`config.mk`:
```
export PLATFORM = sky130hd
export DESIGN_NAME = modular_square_root
export DESIGN_NICKNAME = d
export VERILOG_FILES = /design/src/rtl/msqrt_pkg.sv /design/src/rtl/msqrt_mulmod.sv /design/src/rtl/modular_square_root.sv
export SDC_FILE = /design/constraint.sdc
export NUM_CORES = 2
export LEC_CHECK = 0
export BUFFER_PORTS_ARGS = -buffer_cell sky130_fd_sc_hd__buf_2
export CAP_MARGIN = 25
export CORE_MARGIN = 3
export CORE_UTILIZATION = 30
export CTS_CLUSTER_DIAMETER = 150
export DETAILED_ROUTE_END_ITERATION = 8
export HOLD_SLACK_MARGIN = 0.03
export PLACE_DENSITY = 0.5
export REMOVE_ABC_BUFFERS = 1
export SLEW_MARGIN = 20
export SYNTH_ARGS = -nofsm -noshare
export SYNTH_HDL_FRONTEND = slang
export SYNTH_HIERARCHICAL = 1
export SYNTH_SLANG_ARGS = --single-unit
export TNS_END_PERCENT = 100
```
`constraint.sdc`:
```
create_clock -name clk -period 10.8 [get_ports clk]
set_clock_uncertainty 0.05 [all_clocks]
set_input_delay 0 -clock clk [delete_from_list [all_inputs] [get_ports clk]]
set_output_delay 0 -clock clk [all_outputs]
set_load 0.02 [all_outputs]
```
`src/rtl/msqrt_pkg.sv`:
```
// Package for the modular square root block: constants, sequencer states.
// No dependencies.
package msqrt_pkg;
	localparam int unsigned MOD_BITS_DEF = 63;
	localparam int unsigned MAX_TRIES_DEF = 64;
	localparam int unsigned FIELD_W = 63;
	localparam logic [1:0] ST_OK = 2'd0;
	localparam logic [1:0] ST_NONRES = 2'd1;
	localparam logic [1:0] ST_EXHAUST = 2'd2;

	typedef enum logic [4:0] {
		S_IDLE, S_REDUCE, S_CHK0, S_EUL_INIT, S_EUL_STEP, S_EUL_DONE,
		S_CAND, S_W2_SUB, S_LEG_INIT, S_LEG_STEP, S_LEG_DONE,
		S_EXT_INIT, S_EXT_STEP, S_EXT_DONE, S_OUT
	} state_t;

	// multiplier job selector
	typedef enum logic [2:0] {
		J_PM_R, J_PM_B, J_T1, J_T2, J_T3, J_T4, J_T5
	} job_t;
endpackage

```
`src/rtl/msqrt_mulmod.sv`:
```
// Bit-serial modular multiplier: one double-and-add step per cycle.
// Depends on msqrt_pkg.
module msqrt_mulmod import msqrt_pkg::*; #(
	parameter int unsigned MOD_BITS = MOD_BITS_DEF
) (
	input  logic                clk,
	input  logic                arst_n,
	input  logic                start,
	input  logic [MOD_BITS-1:0] a,
	input  logic [MOD_BITS-1:0] b,
	input  logic [MOD_BITS-1:0] m,
	output logic [MOD_BITS-1:0] r,
	output logic                done
);
	localparam int unsigned CW = $clog2(MOD_BITS + 1);

	logic [MOD_BITS-1:0] a_q, b_q, r_q;
	logic [CW-1:0]       cnt_q;
	logic                busy_q, done_q;
	logic [MOD_BITS:0]   dbl, dsub, sum, ssub;
	logic [MOD_BITS-1:0] r1, r2;

	always_comb begin
		dbl = {r_q, 1'b0};
		dsub = dbl - {1'b0, m};
		r1 = (dbl >= {1'b0, m}) ? dsub[MOD_BITS-1:0] : dbl[MOD_BITS-1:0];
		sum = {1'b0, r1} + {1'b0, a_q};
		ssub = sum - {1'b0, m};
		r2 = b_q[MOD_BITS-1] ? ((sum >= {1'b0, m}) ? ssub[MOD_BITS-1:0] :
			sum[MOD_BITS-1:0]) : r1;
	end

	always_ff @(posedge clk or negedge arst_n) begin
		if (!arst_n) begin
			busy_q <= 1'b0;
			done_q <= 1'b0;
			cnt_q <= '0;
		end else begin
			done_q <= 1'b0;
			if (start) begin
				busy_q <= 1'b1;
				cnt_q <= CW'(MOD_BITS);
			end else if (busy_q) begin
				cnt_q <= cnt_q - 1'b1;
				if (cnt_q == CW'(1)) begin
					busy_q <= 1'b0;
					done_q <= 1'b1;
				end
			end
		end
	end

	always_ff @(posedge clk) begin
		if (start) begin
			a_q <= a;
			b_q <= b;
			r_q <= '0;
		end else if (busy_q) begin
			r_q <= r2;
			b_q <= {b_q[MOD_BITS-2:0], 1'b0};
		end
	end

	assign r = r_q;
	assign done = done_q;
endmodule

```
`src/rtl/modular_square_root.sv`:
```
// Modular square root modulo an odd prime (Cipolla's method), top level.
// Depends on msqrt_pkg and msqrt_mulmod.
//
// Usage:
//  - Write prime_modulus through cfg_we/cfg_wdata while idle (reset value 3).
//  - Input channel: value with in_valid/in_stall. in_stall is high while an
//    item is being worked on; one item is processed at a time.
//  - Output channel: root, status with out_valid/out_stall. The result sits
//    in an output register until transferred; the sequencer takes the next
//    input meanwhile and only waits when its next result is ready.
//  - Work: each modular multiply runs on the bit-serial multiplier. Reduction
//    of the input handles one input bit at a time, then the zero check. Euler's
//    test needs up to 2*MOD_BITS multiplies, each candidate of the search
//    another 1+2*MOD_BITS, and the extension power up to 9*MOD_BITS.
//    Zero and non-residue inputs finish sooner, a modulus below 2 sooner
//    still. Most of the time is spent in the one shared bit-serial multiplier.
//  - Status: 0 root found, 1 not a residue, 2 search exhausted (root 0).
//  - Reset clears the sequencer and sets the modulus to 3.
module modular_square_root import msqrt_pkg::*; #(
	parameter int unsigned MOD_BITS = MOD_BITS_DEF,
	parameter int unsigned MAX_TRIES = MAX_TRIES_DEF
) (
	input  logic               clk,
	input  logic               arst_n,
	input  logic               cfg_we,
	input  logic [FIELD_W-1:0] cfg_wdata,
	input  logic               in_valid,
	output logic               in_stall,
	input  logic [FIELD_W-1:0] value,
	output logic               out_valid,
	input  logic               out_stall,
	output logic [FIELD_W-1:0] root,
	output logic [1:0]         status
);
	localparam int unsigned MW = MOD_BITS;
	localparam int unsigned TW = $clog2(MAX_TRIES + 1);
	localparam int unsigned RW = $clog2(FIELD_W + 1);

	state_t state_q, state_d;
	logic [FIELD_W-1:0] pm_q;
	logic [MW-1:0] m, x_q, half_q, i_q, w2_q;
	logic [MW-1:0] pr_q, pb_q, pe_q;          // power: result, base, exponent
	logic [MW-1:0] ra_q, rb_q, ba_q, bb_q, t1_q, t2_q, t3_q;
	logic [MW:0]   red_q;                     // reduction remainder
	logic [FIELD_W-1:0] vin_q;
	logic [RW-1:0] rcnt_q;
	logic [TW-1:0] try_q;
	logic [2:0]    job_q;
	logic [1:0]    sub_q;
	logic          ext_mode_q;
	logic          mstart;
	logic [MW-1:0] ma, mb, mr;
	logic          mdone;
	logic [FIELD_W-1:0] res_root_q;
	logic [1:0]    res_status_q;
	logic [FIELD_W-1:0] root_q;
	logic [1:0]    status_q;
	logic          ovalid_q;
	logic [MW-1:0] one_m;
	logic [MW:0]   red_sh, red_sub;
	logic [MW:0]   wsum;
	logic          in_xfer, out_xfer;

	assign m = pm_q[MW-1:0];
	assign one_m = (m == MW'(1)) ? '0 : MW'(1);
	assign in_xfer = in_valid && !in_stall;
	assign out_xfer = out_valid && !out_stall;
	assign in_stall = (state_q != S_IDLE);

	msqrt_mulmod #(.MOD_BITS(MW)) u_mul (
		.clk(clk), .arst_n(arst_n), .start(mstart), .a(ma), .b(mb), .m(m),
		.r(mr), .done(mdone)
	);

	// reduction: restoring shift-subtract, one input bit per cycle
	always_comb begin
		red_sh = {red_q[MW-1:0], vin_q[FIELD_W-1]};
		red_sub = red_sh - {1'b0, m};
	end

	// mod-add / mod-sub helper for w2 = i*i - x
	always_comb begin
		wsum = (w2_q >= x_q) ? {1'b0, w2_q - x_q} : {1'b0, w2_q} + {1'b0, m - x_q};
	end

	always_comb begin
		state_d = state_q;
		case (state_q)
			S_IDLE: if (in_xfer) state_d = (m < MW'(2)) ? S_OUT : S_REDUCE;
			S_REDUCE: if (rcnt_q == RW'(1)) state_d = S_CHK0;
			S_CHK0: state_d = (red_q == '0) ? S_OUT : S_EUL_INIT;
			S_EUL_INIT: state_d = S_EUL_STEP;
			S_EUL_STEP: if (sub_q == 2'd0 && pe_q == '0) state_d = S_EUL_DONE;
			S_EUL_DONE: state_d = (pr_q != MW'(1)) ? S_OUT : S_CAND;
			S_CAND: if (sub_q == 2'd1 && mdone) state_d = S_W2_SUB;
			S_W2_SUB: state_d = (wsum == '0) ? S_OUT : S_LEG_INIT;
			S_LEG_INIT: state_d = S_LEG_STEP;
			S_LEG_STEP: if (sub_q == 2'd0 && pe_q == '0) state_d = S_LEG_DONE;
			S_LEG_DONE: begin
				if (pr_q == m - MW'(1)) state_d = S_EXT_INIT;
				else if (try_q == TW'(MAX_TRIES)) state_d = S_OUT;
				else state_d = S_CAND;
			end
			S_EXT_INIT: state_d = S_EXT_STEP;
			S_EXT_STEP: if (sub_q == 2'd0 && pe_q == '0) state_d = S_EXT_DONE;
			S_EXT_DONE: state_d = S_OUT;
			S_OUT: if (!ovalid_q || out_xfer) state_d = S_IDLE;
			default: state_d = S_IDLE;
		endcase
	end

	// multiplier operand select: pr*pb, pb*pb, and extension terms
	always_comb begin
		ma = pr_q;
		mb = pb_q;
		case (job_t'(job_q))
			J_PM_R: begin ma = pr_q; mb = pb_q; end
			J_PM_B: begin ma = pb_q; mb = pb_q; end
			J_T1: begin ma = bb_q; mb = w2_q; end
			J_T2: begin ma = ext_mode_q ? rb_q : bb_q; mb = t1_q; end
			J_T3: begin ma = ext_mode_q ? ra_q : ba_q; mb = ext_mode_q ? ba_q : ba_q; end
			J_T4: begin ma = ext_mode_q ? ra_q : ba_q; mb = bb_q; end
			J_T5: begin ma = rb_q; mb = ba_q; end
			default: begin ma = pr_q; mb = pb_q; end
		endcase
	end

	function automatic logic [MW-1:0] addm(input logic [MW-1:0] a, input logic [MW-1:0] b,
			input logic [MW-1:0] mm);
		logic [MW:0] s;
		s = {1'b0, a} + {1'b0, b};
		addm = (s >= {1'b0, mm}) ? MW'(s - {1'b0, mm}) : s[MW-1:0];
	endfunction

	always_ff @(posedge clk or negedge arst_n) begin
		if (!arst_n) begin
			state_q <= S_IDLE;
			pm_q <= FIELD_W'(3);
			ovalid_q <= 1'b0;
			mstart <= 1'b0;
			job_q <= '0;
			sub_q <= '0;
			ext_mode_q <= 1'b0;
			try_q <= '0;
			rcnt_q <= '0;
		end else begin
			state_q <= state_d;
			mstart <= 1'b0;
			if (cfg_we) pm_q <= cfg_wdata;
			if (out_xfer) ovalid_q <= 1'b0;
			case (state_q)
				S_IDLE: if (in_xfer) begin
					vin_q <= value;
					red_q <= '0;
					rcnt_q <= RW'(FIELD_W);
					res_root_q <= '0;
					res_status_q <= ST_OK;
				end
				S_REDUCE: begin
					red_q <= (red_sh >= {1'b0, m}) ? red_sub : red_sh;
					vin_q <= {vin_q[FIELD_W-2:0], 1'b0};
					rcnt_q <= rcnt_q - 1'b1;
				end
				S_CHK0: begin
					x_q <= red_q[MW-1:0];
					half_q <= (m - MW'(1)) >> 1;
					if (red_q == '0) begin
						res_root_q <= '0;
						res_status_q <= ST_OK;
					end
				end
				S_EUL_INIT, S_LEG_INIT: begin
					pr_q <= one_m;
					pb_q <= (state_q == S_EUL_INIT) ? x_q : w2_q;
					pe_q <= half_q;
					sub_q <= 2'd0;
				end
				S_EUL_STEP, S_LEG_STEP: begin
					// sub 0: pick step; 1: wait r mult; 2: wait b mult
					case (sub_q)
						2'd0: begin
							if (pe_q != '0) begin
								if (pe_q[0]) begin
									job_q <= J_PM_R; mstart <= 1'b1; sub_q <= 2'd1;
								end else begin
									job_q <= J_PM_B; mstart <= 1'b1; sub_q <= 2'd2;
								end
							end
						end
						2'd1: if (mdone) begin
							pr_q <= mr;
							job_q <= J_PM_B; mstart <= 1'b1; sub_q <= 2'd2;
						end
						2'd2: if (mdone) begin
							pb_q <= mr;
							pe_q <= pe_q >> 1;
							sub_q <= 2'd0;
						end
						default: sub_q <= 2'd0;
					endcase
				end
				S_EUL_DONE: begin
					if (pr_q != MW'(1)) begin
						res_root_q <= '0;
						res_status_q <= ST_NONRES;
					end else begin
						i_q <= (m == MW'(1)) ? '0 : MW'(1);
						try_q <= TW'(1);
						pb_q <= (m == MW'(1)) ? '0 : MW'(1);
					end
				end
				S_CAND: begin
					// w2 = i*i
					case (sub_q)
						2'd0: begin
							pr_q <= i_q; pb_q <= i_q;
							sub_q <= 2'd3;
						end
						2'd3: begin
							job_q <= J_PM_R; mstart <= 1'b1; sub_q <= 2'd1;
						end
						2'd1: if (mdone) begin
							w2_q <= mr;
							sub_q <= 2'd0;
						end
						default: sub_q <= 2'd0;
					endcase
				end
				S_W2_SUB: begin
					w2_q <= wsum[MW-1:0];
					if (wsum == '0) begin
						res_root_q <= FIELD_W'(i_q);
						res_status_q <= ST_OK;
					end
				end
				S_LEG_DONE: begin
					if (pr_q == m - MW'(1)) begin
					end else if (try_q == TW'(MAX_TRIES)) begin
						res_root_q <= '0;
						res_status_q <= ST_EXHAUST;
					end else begin
						try_q <= try_q + 1'b1;
						i_q <= addm(i_q, one_m, m);
					end
				end
				S_EXT_INIT: begin
					ra_q <= one_m; rb_q <= '0;
					ba_q <= i_q; bb_q <= one_m;
					pe_q <= half_q + MW'(1);
					sub_q <= 2'd0;
					job_q <= J_T1;
					ext_mode_q <= 1'b0;
				end
				S_EXT_STEP: begin
					// micro-sequence per exponent bit, job_q tracks progress
					if (sub_q == 2'd0) begin
						if (pe_q != '0) begin
							ext_mode_q <= pe_q[0];
							job_q <= J_T1; mstart <= 1'b1; sub_q <= 2'd1;
						end
					end else if (mdone) begin
						case (job_t'(job_q))
							J_T1: begin t1_q <= mr; job_q <= J_T2; mstart <= 1'b1; end
							J_T2: begin t2_q <= mr; job_q <= J_T3; mstart <= 1'b1; end
							J_T3: begin
								t3_q <= addm(mr, t2_q, m);
								job_q <= J_T4; mstart <= 1'b1;
							end
							J_T4: begin
								if (ext_mode_q) begin
									t2_q <= mr; job_q <= J_T5; mstart <= 1'b1;
								end else begin
									ba_q <= t3_q;
									bb_q <= addm(mr, mr, m);
									pe_q <= pe_q >> 1;
									sub_q <= 2'd0;
								end
							end
							J_T5: begin
								ra_q <= t3_q;
								rb_q <= addm(t2_q, mr, m);
								ext_mode_q <= 1'b0;
								job_q <= J_T1; mstart <= 1'b1;
							end
							default: sub_q <= 2'd0;
						endcase
					end
				end
				S_EXT_DONE: begin
					res_root_q <= FIELD_W'(ra_q);
					res_status_q <= ST_OK;
				end
				S_OUT: if (!ovalid_q || out_xfer) begin
					ovalid_q <= 1'b1;
					root_q <= res_root_q;
					status_q <= res_status_q;
				end
				default: ;
			endcase
		end
	end

	assign out_valid = ovalid_q;
	assign root = root_q;
	assign status = status_q;

	a_stall_busy: assert property (@(posedge clk) disable iff (!arst_n)
		(state_q != S_IDLE) |-> in_stall) else $error("input taken while busy");
	a_status_range: assert property (@(posedge clk) disable iff (!arst_n)
		out_valid |-> (status != 2'd3)) else $error("bad status");
	a_root_zero: assert property (@(posedge clk) disable iff (!arst_n)
		(out_valid && status != ST_OK) |-> (root == '0)) else $error("root not zero");
	a_hold: assert property (@(posedge clk) disable iff (!arst_n)
		(out_valid && out_stall) |=> (out_valid && $stable(root))) else $error("drop");
endmodule
```
==> impl_metrics.csv <==
group,metric,value,unit
run_status,status,"complete, no violations",
hold_path,hold_depth,3,
timing,max_freq,0.0969,GHz
drt,first_iter_violations,11400,
yosys,synth-simple-area-share,15.4,%
layout,nFillCells,36600,
placement,dpl_cell_area,0.116,sq mm
yosys,syn-cell-area,0.108,sq mm
setup_path,path_buf_inv,7,
layout,finalNetCount,13000,
clocking,cts_resized,0,
setup_path,cpLargestDelayFamily,"compound AO/OA/AOI/OAI gates",
hold_path,hp-start,"cfg_we",
timing,finalHoldViolations,0,
yosys,synth_top_family_by_area,"compound AO/OA/AOI/OAI gates",
yosys,syn_inst,11700,
layout,drive_above_1_share,9.97,%
timing,fin_crit,10.32,ns
yosys,synth-compound-area-share,23.3,%
floorplan,num_rows,219,
drt,vias,100000,
grt,grt-ovfl-total,0,
clocking,clkSlewWorstSetupHoldPaths,0.06,ns
setup_path,cp_data_arrival_time,11.03,ns
layout,multi_input_area,0.0626,sq mm
clocking,cts_made_buffers,183,
setup_path,critPathLaunchType,"register",
run,max_cap_violations,0,
setup_path,cp_data_required_time,11.50,ns
setup_path,worstSetupEndpointType,"register",
hold_path,holdPathEnd,"m[18]$_DFFE_PN0P_",
grt,grt_pass1_vias,95300,
layout,seq_area,0.0416,sq mm
floorplan,io_pins,198,
yosys,synth-edff-count,1264,
yosys,ys_async_sr_fraction,6.75,%
setup_path,crit_type,"register to register",
layout,largest_reg_flops,64,
clocking,clock_path_buffers,4,
timing,finalSetupViolations,0,
drt,drc,0,
clocking,cts_tree,"built",
setup_path,critPathMaxFanout,22,
floorplan,coreArea,0.357,sq mm
drt,wirelength,529000,microns
clocking,insertion_delay,0.93,ns
grt,grt_start_max_net_pins,109,
setup_path,crit_top_cell,"buf_4",
timing,setup_tns,0,ns
grt,track_usage,27.7,%
grt,antenna_found_initial,64,
yosys,syn_area_per_cell,9.22,sq um
setup_path,critPathSlowestCell,"dfrtp_1",
drt,post_drt_wl_per_cell,30.9,microns
drt,vias_per_cell,5.83,
timing,max_slew.worst_pin.slew,1.27,ns
yosys,yosys_warnings,6,
floorplan,dieHeight,606,microns
timing,final_max_slew_viol_count,0,
setup_path,cp.depth,37,
yosys,synthXorXnorAreaFrac,6.47,%
timing,fin_crit_sh,95.6,%
layout,finish.instance_area,0.125,sq mm
grt,grt_pass1_wl,728000,microns
clocking,htreeDepth,4,
layout,max_flop_register,"red_q",
floorplan,dieArea,0.367,sq mm
setup_path,regToRegEndpoint,"u_mul/r[56]$_SDFFE_PP0P_",
yosys,synth_flop_cell,"edfxtp_1",
yosys,synth-seq-cells,1423,
hold_path,hold_path.class,"primary input to register",
setup_path,cp_slowest_stage_delay,0.75,ns
yosys,synthAdderAreaFrac,8.36,%
yosys,yosysSeqAreaShare,38.6,%
setup_path,r2r_slack,0.48,ns
placement,port_buffers,197,
setup_path,reg2reg_from,"m[17]$_DFFE_PN0P_",
yosys,synthMuxAreaShare,4.14,%
placement,gp_congestion,0.980,
layout,area_growth,16.3,%
drt,ant_nets,0,
placement,hpwl,421000,microns
clocking,cts_root_buf,"clkbuf_16",
floorplan,chipWidth,606,microns
timing,rsz0062_at_grt,"no",
setup_path,r2r_cells,37,
timing,slew-limit-headroom,14.4,%
clocking,clkSinkCount,1423,
yosys,yosysUniqueCellTypes,116,
floorplan,initial_core_util,30.2,%
drt,dr.pass1.iters,6,
[cell type report]
| type | instances | share of cell area, % |
|---|---|---|
| clock inverters | 107 | 1.05 |
| multi-input cells | 9244 | 49.9 |
| clock buffers | 229 | 3.93 |
| flip-flops and latches | 1423 | 33.2 |
| repair buffers | 925 | 5.88 |
| diodes | 42 | 0.0838 |
| inverters | 426 | 1.28 |
| well taps | 4751 | 4.74 |
[placed cells by master (no fill, tap or decap), types with 216 or more instances in the layout]
cell              n
dlygate4sd3_1   282
xor2_1          285
nand4_1         216
o21ai_0         735
nand3_1         246
mux2i_1         271
nor2_1          887
a21o_1          493
buf_4           425
edfxtp_1       1264
xnor2_1         507
nand2_1        1157
a21oi_1        1042
inv_1           421
ha_1            703
[Yosys cell counts, types with 216 or more instances]
master	count	area share, %
xor2_1	285	2.3
clkbuf_1	502	1.7
a21oi_1	1045	4.8
o21ai_0	753	3.5
nor2_1	895	3.1
nand3_1	249	1.2
nand4_1	216	1.3
mux2i_1	271	2.5
nand2_1	1162	4.0
xnor2_1	507	4.1
a21o_1	494	3.4
edfxtp_1	1264	35
ha_1	703	8.2
inv_1	422	1.5
[logic make-up after synthesis]
logic type,count (synthesis)
AO/OA/AOI/OAI,3797
XOR/XNOR,794
adder cells (fa/ha/maj),714
buffers and inverters,1030
flip-flops,1423
multiplexers,427
AND/OR/NAND/NOR,3512
[worst max path at each step]
stage                          from                  endpoint
5_1_grt           m[17]$_DFFE_PN0P_  u_mul/r[60]$_SDFFE_PP0P_
2_1_floorplan  job_q[2]$_DFFE_PN0P_         ra_q[0]$_DFFE_PP_
6_report          m[17]$_DFFE_PN0P_  u_mul/r[56]$_SDFFE_PP0P_
3_5_place_dp      m[17]$_DFFE_PN0P_  u_mul/r[56]$_SDFFE_PP0P_
4_1_cts           m[17]$_DFFE_PN0P_  u_mul/r[56]$_SDFFE_PP0P_
3_3_place_gp      m[17]$_DFFE_PN0P_  u_mul/r[56]$_SDFFE_PP0P_
[stage by stage]
| step | hold WS [ns] | utilization, % | setup WS (ns) | instances |
|---|---|---|---|---|
| after CTS | 0.0329 | 35.1 | 0.595 | 17100 |
| final | 0.119 | 35.1 | 0.476 | 17100 |
| after floorplan | -0.346 | - | -3.00 | 11100 |
| after global routing | 0.105 | 35.1 | 0.0823 | 17100 |
| after global placement | -0.0664 | 32.6 | 0.365 | 16500 |
| after detailed placement | -0.0669 | 32.6 | 0.637 | 16500 |
[timing repair]
action | 4_1_cts | 5_1_grt
buffers inserted | 0 | 0
hold endpoints to repair | 423 | 0
hold buffers | 283 | 0
[worst min-delay path, cell delays in order]
cell	delay, ns
buf_6	0.26
o21ai_0	0.22
dlygate4sd3_1	0.55
[routing by layer]
metal | part of all wire [%] | global-route usage (%)
met2 | 42 | 41.6
met1 | 43 | 38.5
met4 | 4.9 | 11.9
met5 | 0.025 | 0
met3 | 9.2 | 5.71
Power is not shown: default switching activity piles up to over one toggle a cycle in this logic, so the estimate is an artifact.
